===== config.mk =====
export PLATFORM = sky130hd
export DESIGN_NAME = ppm_frame_decoder_unit
export DESIGN_NICKNAME = d
export VERILOG_FILES = /design/src/design/pfd_pkg.sv /design/src/design/pfd_core.sv /design/src/design/ppm_frame_decoder_unit.sv
export SDC_FILE = /design/constraint.sdc
export NUM_CORES = 1
export LEC_CHECK = 0
export ABC_CLOCK_PERIOD_IN_PS = 3200
export CAP_MARGIN = 25
export CORE_UTILIZATION = 40
export DETAILED_ROUTE_END_ITERATION = 12
export DONT_BUFFER_PORTS = 1
export HOLD_SLACK_MARGIN = 0.08
export SLEW_MARGIN = 20
export SYNTH_ARGS = -nofsm -noshare
export SYNTH_HDL_FRONTEND = slang
export SYNTH_SLANG_ARGS = --single-unit

===== constraint.sdc =====
create_clock -name clk -period 3.2 [get_ports clk]
set_clock_uncertainty 0.05 [all_clocks]
set_input_delay 0.32 -clock clk [delete_from_list [all_inputs] [get_ports clk]]
set_output_delay 0.32 -clock clk [all_outputs]
set_load 0.02 [all_outputs]

===== src/design/pfd_pkg.sv =====
`timescale 1ns / 1ps

package pfd_pkg;

  // decoder sizing
  localparam int MAX_CHANNELS = 16;
  localparam int COUNT_WIDTH  = 16;
  localparam int REG_WIDTH    = 16;
  localparam int CNT_W        = 5;
  localparam int IDX_W        = $clog2(MAX_CHANNELS);
  localparam int CMP_W        = (COUNT_WIDTH > REG_WIDTH) ? COUNT_WIDTH : REG_WIDTH;
  localparam int CFG_IDX_W    = 3;

  // configuration register indexes
  typedef enum logic [CFG_IDX_W-1:0] {
    CFG_PULSE_MIN     = 3'd0,
    CFG_PULSE_MAX     = 3'd1,
    CFG_CLAMP_LOW     = 3'd2,
    CFG_CLAMP_HIGH    = 3'd3,
    CFG_SYNC_GAP      = 3'd4,
    CFG_CHANNEL_COUNT = 3'd5
  } cfg_reg_t;

  // reset values of the configuration registers
  localparam logic [REG_WIDTH-1:0] PULSE_MIN_RST  = 16'd800;
  localparam logic [REG_WIDTH-1:0] PULSE_MAX_RST  = 16'd2200;
  localparam logic [REG_WIDTH-1:0] CLAMP_LOW_RST  = 16'd1000;
  localparam logic [REG_WIDTH-1:0] CLAMP_HIGH_RST = 16'd2000;
  localparam logic [REG_WIDTH-1:0] SYNC_GAP_RST   = 16'd2500;
  localparam logic [CNT_W-1:0]     CH_COUNT_RST   = 5'd8;

  typedef struct packed {
    logic [REG_WIDTH-1:0] pulse_min;
    logic [REG_WIDTH-1:0] pulse_max;
    logic [REG_WIDTH-1:0] clamp_low;
    logic [REG_WIDTH-1:0] clamp_high;
    logic [REG_WIDTH-1:0] sync_gap;
    logic [CNT_W-1:0]     channel_count;
  } pfd_cfg_t;

  typedef struct packed {
    logic                 channel_valid;
    logic [IDX_W-1:0]     channel_index;
    logic [REG_WIDTH-1:0] channel_value;
    logic                 frame_done;
    logic                 sync_seen;
  } pfd_res_t;

endpackage


===== src/design/pfd_core.sv =====
`timescale 1ns / 1ps

module pfd_core (
  input  logic              clk,
  input  logic              rst_n,
  input  logic              step,
  input  logic              level,
  input  pfd_pkg::pfd_cfg_t cfg,
  output pfd_pkg::pfd_res_t res
);
  import pfd_pkg::*;

  localparam logic [COUNT_WIDTH-1:0] COUNT_MAX = {COUNT_WIDTH{1'b1}};
  localparam logic [IDX_W-1:0]       IDX_TOP   = IDX_W'(MAX_CHANNELS - 1);

  logic                   prev_level_r, prev_level_nxt;
  logic [COUNT_WIDTH-1:0] tick_cnt_r, tick_cnt_nxt;
  logic [IDX_W-1:0]       next_ch_r, next_ch_nxt;
  logic                   frame_end_r, frame_end_nxt;
  logic                   frame_act_r, frame_act_nxt;

  logic                   rising;
  logic [COUNT_WIDTH-1:0] interval;
  logic [CMP_W-1:0]       ival_x;
  logic                   in_window;
  logic                   is_sync;
  logic [IDX_W-1:0]       last_ch;
  logic                   active;
  logic [REG_WIDTH-1:0]   clamped;

  // edge detect and saturating interval
  assign rising   = level && !prev_level_r;
  assign interval = (tick_cnt_r == COUNT_MAX) ? COUNT_MAX : tick_cnt_r + 1'b1;
  assign ival_x   = CMP_W'(interval);

  assign in_window = (ival_x >= CMP_W'(cfg.pulse_min)) && (ival_x <= CMP_W'(cfg.pulse_max));
  assign is_sync   = ival_x > CMP_W'(cfg.sync_gap);

  // last channel index, count of zero acts as one, large counts saturate
  always_comb begin
    if (cfg.channel_count == '0) begin
      last_ch = '0;
    end else if (cfg.channel_count > CNT_W'(MAX_CHANNELS)) begin
      last_ch = IDX_TOP;
    end else begin
      last_ch = IDX_W'(cfg.channel_count - 1'b1);
    end
  end

  // clamp, low limit checked first
  always_comb begin
    if (ival_x < CMP_W'(cfg.clamp_low)) begin
      clamped = cfg.clamp_low;
    end else if (ival_x > CMP_W'(cfg.clamp_high)) begin
      clamped = cfg.clamp_high;
    end else begin
      clamped = REG_WIDTH'(interval);
    end
  end

  // an armed frame becomes active on the first in-window pulse
  assign active = frame_act_r || frame_end_r;

  // next state and result for this sample
  always_comb begin
    prev_level_nxt = level;
    tick_cnt_nxt   = interval;
    next_ch_nxt    = next_ch_r;
    frame_end_nxt  = frame_end_r;
    frame_act_nxt  = frame_act_r;
    res            = '0;
    if (rising) begin
      tick_cnt_nxt = '0;
      if (in_window) begin
        if (frame_end_r) begin
          frame_end_nxt = 1'b0;
          frame_act_nxt = 1'b1;
        end
        if (active) begin
          res.channel_valid = 1'b1;
          res.channel_index = next_ch_r;
          res.channel_value = clamped;
          if (next_ch_r >= last_ch) begin
            frame_end_nxt  = 1'b1;
            next_ch_nxt    = '0;
            res.frame_done = 1'b1;
          end else begin
            next_ch_nxt = next_ch_r + 1'b1;
          end
        end
      end else if (is_sync) begin
        next_ch_nxt   = '0;
        frame_end_nxt = 1'b1;
        frame_act_nxt = 1'b0;
        res.sync_seen = 1'b1;
      end
    end
  end

  // decoder state
  always_ff @(posedge clk) begin
    if (!rst_n) begin
      prev_level_r <= 1'b0;
      tick_cnt_r   <= '0;
      next_ch_r    <= '0;
      frame_end_r  <= 1'b0;
      frame_act_r  <= 1'b0;
    end else if (step) begin
      prev_level_r <= prev_level_nxt;
      tick_cnt_r   <= tick_cnt_nxt;
      next_ch_r    <= next_ch_nxt;
      frame_end_r  <= frame_end_nxt;
      frame_act_r  <= frame_act_nxt;
    end
  end

endmodule


===== src/design/ppm_frame_decoder_unit.sv =====
`timescale 1ns / 1ps

// channel  direction  ports
// in       input      in_valid, in_stall, in_line_level
// out      output     out_valid, out_stall, out_channel_valid, out_channel_index,
//                     out_channel_value, out_frame_done, out_sync_seen
// cfg      input      cfg_we, cfg_index, cfg_data
//
// one sample per cycle sustained while out_stall does not hold a waiting result;
// input passes the sample register and then the result register, decode logic sits between them
// rst_n is synchronous: clears decoder state, pipeline valids and config to defaults
// out_stall holds the result register; the sample register keeps taking a
// transaction as long as the result register frees up in the same cycle

module ppm_frame_decoder_unit (
  input  logic                          clk,
  input  logic                          rst_n,
  input  logic                          in_valid,
  output logic                          in_stall,
  input  logic                          in_line_level,
  output logic                          out_valid,
  input  logic                          out_stall,
  output logic                          out_channel_valid,
  output logic [pfd_pkg::IDX_W-1:0]     out_channel_index,
  output logic [pfd_pkg::REG_WIDTH-1:0] out_channel_value,
  output logic                          out_frame_done,
  output logic                          out_sync_seen,
  input  logic                          cfg_we,
  input  logic [pfd_pkg::CFG_IDX_W-1:0] cfg_index,
  input  logic [pfd_pkg::REG_WIDTH-1:0] cfg_data
);
  import pfd_pkg::*;

  pfd_cfg_t cfg_r;
  logic     smp_valid_r;
  logic     smp_level_r;
  logic     res_valid_r;
  pfd_res_t res_r;
  pfd_res_t res_nxt;
  logic     out_free;
  logic     advance;

  // configuration writes, unknown indexes ignored
  always_ff @(posedge clk) begin
    if (!rst_n) begin
      cfg_r.pulse_min     <= PULSE_MIN_RST;
      cfg_r.pulse_max     <= PULSE_MAX_RST;
      cfg_r.clamp_low     <= CLAMP_LOW_RST;
      cfg_r.clamp_high    <= CLAMP_HIGH_RST;
      cfg_r.sync_gap      <= SYNC_GAP_RST;
      cfg_r.channel_count <= CH_COUNT_RST;
    end else if (cfg_we) begin
      unique case (cfg_index)
        CFG_PULSE_MIN:     cfg_r.pulse_min     <= cfg_data;
        CFG_PULSE_MAX:     cfg_r.pulse_max     <= cfg_data;
        CFG_CLAMP_LOW:     cfg_r.clamp_low     <= cfg_data;
        CFG_CLAMP_HIGH:    cfg_r.clamp_high    <= cfg_data;
        CFG_SYNC_GAP:      cfg_r.sync_gap      <= cfg_data;
        CFG_CHANNEL_COUNT: cfg_r.channel_count <= cfg_data[CNT_W-1:0];
        default: ;
      endcase
    end
  end

  // handshake
  assign out_free = !res_valid_r || !out_stall;
  assign advance  = smp_valid_r && out_free;
  assign in_stall = smp_valid_r && !out_free;

  // sample register
  always_ff @(posedge clk) begin
    if (!rst_n) begin
      smp_valid_r <= 1'b0;
    end else if (!in_stall) begin
      smp_valid_r <= in_valid;
    end
  end

  always_ff @(posedge clk) begin
    if (!in_stall && in_valid) begin
      smp_level_r <= in_line_level;
    end
  end

  pfd_core u_core (
    .clk   (clk),
    .rst_n (rst_n),
    .step  (advance),
    .level (smp_level_r),
    .cfg   (cfg_r),
    .res   (res_nxt)
  );

  // result register
  always_ff @(posedge clk) begin
    if (!rst_n) begin
      res_valid_r <= 1'b0;
    end else if (out_free) begin
      res_valid_r <= smp_valid_r;
    end
  end

  always_ff @(posedge clk) begin
    if (advance) begin
      res_r <= res_nxt;
    end
  end

  assign out_valid         = res_valid_r;
  assign out_channel_valid = res_r.channel_valid;
  assign out_channel_index = res_r.channel_index;
  assign out_channel_value = res_r.channel_value;
  assign out_frame_done    = res_r.frame_done;
  assign out_sync_seen     = res_r.sync_seen;

  // a tick never decodes a channel and a sync together
  a_no_chan_and_sync: assert property (@(posedge clk) disable iff (!rst_n)
    out_valid |-> !(out_channel_valid && out_sync_seen))
    else $error("channel and sync reported on one tick");

  // frame end only comes with a decoded channel
  a_done_needs_chan: assert property (@(posedge clk) disable iff (!rst_n)
    (out_valid && out_frame_done) |-> out_channel_valid)
    else $error("frame done without a channel");

  // empty results carry zero fields
  a_empty_zero: assert property (@(posedge clk) disable iff (!rst_n)
    (out_valid && !out_channel_valid) |->
      (out_channel_index == '0 && out_channel_value == '0))
    else $error("fields set without a decoded channel");

  // the input only stalls while a result waits under a stall
  a_sample_moves: assert property (@(posedge clk) disable iff (!rst_n)
    in_stall |-> (out_valid && out_stall))
    else $error("sample register stuck");

endmodule

# Yosys cells after proc, flatten, opt, wreduce, memory -nomap -nowiden
# Index checks and enable logic that the tools add are counted.
dict set report word_totals {
  regBits 134
  inputBits 25
}
dict set report classes {
  order_cmp 7
  n_addsub 3
  n_reduce_logical 27
  eq_ne 8
  muxes 19
  n_bitwise 1
}
# operator n
set op_table {}
lappend op_table {{$mux 16} 4}
lappend op_table {{$gt 16x16->1} 2}
lappend op_table {{$mux 4} 6}
lappend op_table {{$mux 22} 1}
lappend op_table {{$add 16x1->16 const B} 1}
lappend op_table {{$eq 16x16->1 const B} 1}
lappend op_table {{$ge 16x16->1} 1}
lappend op_table {{$le 16x16->1} 1}
lappend op_table {{$lt 16x16->1} 1}
lappend op_table {{$reduce_and 2->1} 7}
lappend op_table {{$mux 1} 8}
lappend op_table {{$reduce_and 4->1} 2}
lappend op_table {{$eq 3x2->1 const B} 2}
lappend op_table {{$eq 3x3->1 const B} 2}
lappend op_table {{$reduce_and 3->1} 2}
lappend op_table {{$gt 5x5->1 const B} 1}
lappend op_table {{$logic_and 1x1->1} 5}
lappend op_table {{$logic_not 1->1} 5}
lappend op_table {{$logic_not 5->1} 1}
lappend op_table {{$add 4x1->4 const B} 1}
lappend op_table {{$ge 4x4->1} 1}
lappend op_table {{$sub 4x1->4 const B} 1}
lappend op_table {{$eq 3x1->1 const B} 1}
lappend op_table {{$logic_not 3->1} 1}
lappend op_table {{6 further kinds} 7}

# Longest topological paths before layout
dict set report depth {
  depth_word 7
  depth_mapped 16
  ltp_nobuf 14
}

# Modules after synthesis
# Synthesis repeated with hierarchy kept, for this count alone.
dict set report unflattened {
  hier_cells 873
  area_unflattened_um2 8025.2
}
# module instances area_each_um2 cells_per_inst
set modules_own_cells {}
lappend modules_own_cells {ppm_frame_decoder_unit 1 4090.2 348}
lappend modules_own_cells {pfd_core 1 3935.0 525}

# Worst setup path after synthesis
# No wires, ideal clock.
dict set report synth_path {
  path_type {reg2reg}
  from {register u_core.tick_cnt_r[0]}
  to {register res_r, in the netlist out_channel_value[11], data pin}
  n_path_buf 2
  path_stages_with_launch 15
  path_slack_ps -186
  setup_time_ps 262
  arrival_ps 3075
  cell_sequence {dfxtp_1 ha_1 and3_1 nand4_1 clkbuf_1 o21ai_0 ha_1 a21oi_1 o21ai_0 a2111oi_0 a21oi_1 or2_4 buf_4 nor2_1 a211oi_2}
}
dict set report synth_between {
  elab_chain_cells 5
  elab_cells_between_ends 11
  classes_between {add/sub (1); order compare (4); eq/ne (1); mux (3); reduce/logical (2)}
}
# element line
set synth_lines {}
lappend synth_lines {{start, declared} pfd_core.sv:17} ;# logic [COUNT_WIDTH-1:0] tick_cnt_r, tick_cnt_nxt;
lappend synth_lines {{start signal, assigned} pfd_core.sv:110} ;# tick_cnt_r <= tick_cnt_nxt;
lappend synth_lines {{$add 16x1->16 or $eq 16x16->1 (tied branches)} pfd_core.sv:33} ;# assign interval = (tick_cnt_r == COUNT_MAX) ? COUNT_MAX : tick_cnt_r + 1'b1;
lappend synth_lines {{$mux 16 *} pfd_core.sv:33}
lappend synth_lines {{$gt 16x16->1 (tied with other cells)} pfd_core.sv:54} ;# end else if (ival_x > CMP_W'(cfg.clamp_high)) begin
lappend synth_lines {{$mux 16 or $logic_and 1x1->1 (tied branches)} {pfd_core.sv:54, pfd_core.sv:36}}
lappend synth_lines {{$mux 16 or $reduce_and 3->1 (tied branches)} -}
lappend synth_lines {{end signal, assigned} ppm_frame_decoder_unit.sv:105} ;# res_r <= res_nxt;
lappend synth_lines {{end, declared} ppm_frame_decoder_unit.sv:38} ;# pfd_res_t res_r;
# Every way passes the cells marked *; elsewhere a longest branch is shown, timed or not.
# A chain may end at the register's enable or synchronous reset.

# Final worst setup path
dict set report layout_path {
  from {register u_core.tick_cnt_r[1]}
  to {register res_r, in the netlist out_channel_value[8], data pin}
}
# Same word-level chain as after synthesis.

==> impl_metrics.csv <==
group,metric,value,unit
synth,yosys.area.top_type,"dfxtp_1",
synth,syn_inst,922,
pwr,total_power,0.00417,W
sta,hold_viol,0,
synth,ys_top_cells_by_area,"dfxtp_1 (29%), ha_1 (14%), edfxtp_1 (9.3%), nand2_1 (9.2%), a21oi_1 (5.7%)",
sta,tightestPinTransition,0.888,ns
pwr,leakagePower,4.16,nW
placement,hpwlAfterDp,16.1,mm
setup_path,timing.critical_path.buf_inv,3,
clock_network,clock_sinks,134,
floorplanning,die-area,19900,µm²
clock_network,cts-root-buf,"clkbuf_16",
synth,syn_area_per_cell,8.37,µm²
global_route,grt_pass1_wl,37.1,mm
floorplanning,die_w,141,µm
floorplanning,start_util,41.0,%
floorplanning,die_h,141,µm
clock_network,clk_pin_slew_worst_paths,0.06,ns
synth,syn_area,7720,µm²
placement,gp_congestion,0.887,
final_layout,fin_nets,1139,
setup_path,crit_required,3.41,ns
setup_path,path_max_fanout,11,
setup_path,slowest_delay,0.37,ns
setup_path,cp_slowest_cell,"a211oi_4",
clock_network,htree_levels,4,
synth,yosys-top-cells-count,"nand2_1 (189), dfxtp_1 (110), inv_1 (89), a21oi_1 (88), ha_1 (86)",
setup_path,worstPathArrival,3.53,ns
drt,dr.pass1.iters,5,
global_route,grt_pass1_vias,6646,
synth,async_reset_ff_share,0,%
synth,synth_top_flop_cell,"dfxtp_1",
final_layout,layout.area.seq,2930,µm²
sta,drv_slew,0,
clock_network,tritoncts,"built",
run,drv_cap,0,
drt,routed_wl,24.9,mm
synth,yosys.cell_types.count,60,
clock_network,cts_buffers,17,
global_route,antenna_found_initial,1,
sta,fmax,301,MHz
setup_path,crit_chain,"ha_4, nand3_4, nor2_4, buf_6, nand4_1, nor3_2, a21oi_2, buf_6, ha_4, and4_4, o311ai_4, a211oi_4, nand2_2, buf_12, a211oi_2",
drt,drtIter0Drc,611,
final_layout,n_fill_cell,1677,
final_layout,multi_input_comb_area,4840,µm²
sta,fin_ws,-0.121,ns
synth,synth-seq-cells,134,
clock_network,clk_path_buf_depth,2,
setup_path,worst_setup_path_end_kind,"flip-flop",
sta,relSlewSlack,40.8,%
setup_path,critical-path-top-delay-family,"simple AND/OR/NAND/NOR gates",
drt,drc,0,
floorplanning,ios,50,
clock_network,insertion_delay,0.44,ns
sta,whs,0.108,ns
global_route,overflow,0,
synth,synth_nets,1033,
worst_hold_path,hp-class,"input port to flip-flop",
synth,synth_top_cell_area_share,28.5,%
drt,antenna_left,0,
floorplanning,rows,50,
final_layout,final_cell_count_no_fill,1302,
status,failed_checks,"negative setup slack",
sta,setup_viol,23,
synth,yosysSeqAreaShare,37.9,%
setup_path,path_class,"flip-flop to flip-flop",
global_route,grt_usage,25.1,%
floorplanning,core,18800,µm²
drt,vias_per_cell,5.45,
sta,fin_crit,3.32,ns
drt,vias,7092,
pwr,ir_drop,362,µV
pwr,power.density,411,nW/µm²
global_route,grt_max_degree,39,
synth,synth_most_common_cell,"nand2_1",
placement,dp.cells,1230,
sta,fin_crit_sh,104,%
synth,ys_warn_count,0,
synth,synth_edf_count,24,
final_layout,drive_gt1_share,23.6,%
status,status,"finished, violations left",
setup_path,critPathLaunchType,"flip-flop",
sta,rsz0062_at_grt,"true",
placement,io_buffers,0,
final_layout,area_delta_synth_final,31.7,%
drt,wl_per_cell,19.1,µm
==> cell type report <==
class / count / area share [%]
tap: 260 / 3.20
multi-input combinational: 663 / 47.6
sequential: 134 / 28.9
inverter: 89 / 3.31
timing repair buffer: 123 / 10.8
clock buffer: 21 / 4.74
antenna: 1 / 0.0246
clock inverter: 11 / 1.43
==> registers in the layout, indices dropped and copies added, names as in the netlist <==
register / flops
out_channel_value: 16
out_valid: 1
smp_level_r: 1
out_sync_seen: 1
u_core.next_ch_r: 4
u_core.frame_act_r: 1
u_core.frame_end_r: 1
out_frame_done: 1
out_channel_valid: 1
u_core.prev_level_r: 1
cfg_r: 85
out_channel_index: 4
smp_valid_r: 1
u_core.tick_cnt_r: 16
==> cells in the final DEF (no fill, tap or decap), types with 16 or more instances in the layout <==
master           n
a21oi_1         81
a22oi_1         16
buf_4           85
clkbuf_16       18
dfxtp_1        102
dlygate4sd3_1   20
edfxtp_1        24
ha_1            74
inv_1           87
nand2_1        178
nand4_1         19
nor2_1          60
o211ai_1        32
==> path summary, 6_finish.rpt <==
check / from / endpoint / slack, ns / cells past startpoint
worst max-delay path: u_core.tick_cnt_r[1] / out_channel_value[8] / -0.12 / 15
worst min-delay path: in_valid / smp_level_r / 0.11 / 1
worst max register to register: u_core.tick_cnt_r[1] / out_channel_value[8] / -0.12 / 15
worst min register to register: cfg_r[84] / cfg_r[84] / 0.40 / 2
==> where the power goes <==
part           internal, W  switching, W
logic            0.0000995      0.000183
registers          0.00176     0.0000376
clock network      0.00131      0.000783
total              0.00317       0.00100
==> logic make-up (layout without fill, tap and decap cells) <==
group           after synthesis  in the layout  synth area share [%]
mux                          27             27                  3.53
other cells                   0              1                     0
fa+ha+maj                    87             87                  14.1
compound gates              208            208                  18.2
flops                       134            134                  37.9
xor+xnor                      6              6                 0.681
buf+inv                     127            244                  6.73
simple gates                333            335                  18.9
==> metrics by stage <==
step           area (µm²)  setup slack, ns  util (%)  TNS, ns
2_1_floorplan        7720           0.0179         -        0
5_1_grt             10200           -0.269      54.0    -5.24
3_5_place_dp         8530           -0.276      45.3    -5.08
4_1_cts              9700          -0.0164      51.5  -0.0413
3_3_place_gp         8530           -0.274      45.3    -4.52
6_report            10200           -0.121      54.0    -1.48
==> routing by layer <==
metal | part of all wire (%) | vias to the layer above | global-route usage [%]
met5 | 0 | - | 0
met4 | 2.6 | 0 | 8.92
met3 | 5.1 | 46 | 4.18
met2 | 47 | 235 | 40.9
met1 | 46 | 3383 | 33.4
li1 | - | 3428 | -
==> repair_timing <==
action	CTS	global route
resized for setup	65	62
hold buffers	21	0
buffers inserted	5	11
gates cloned	2	1
pin swaps	27	27
setup endpoints to repair	29	29
hold endpoints to repair	92	0
(Power assumes the default switching activity.)
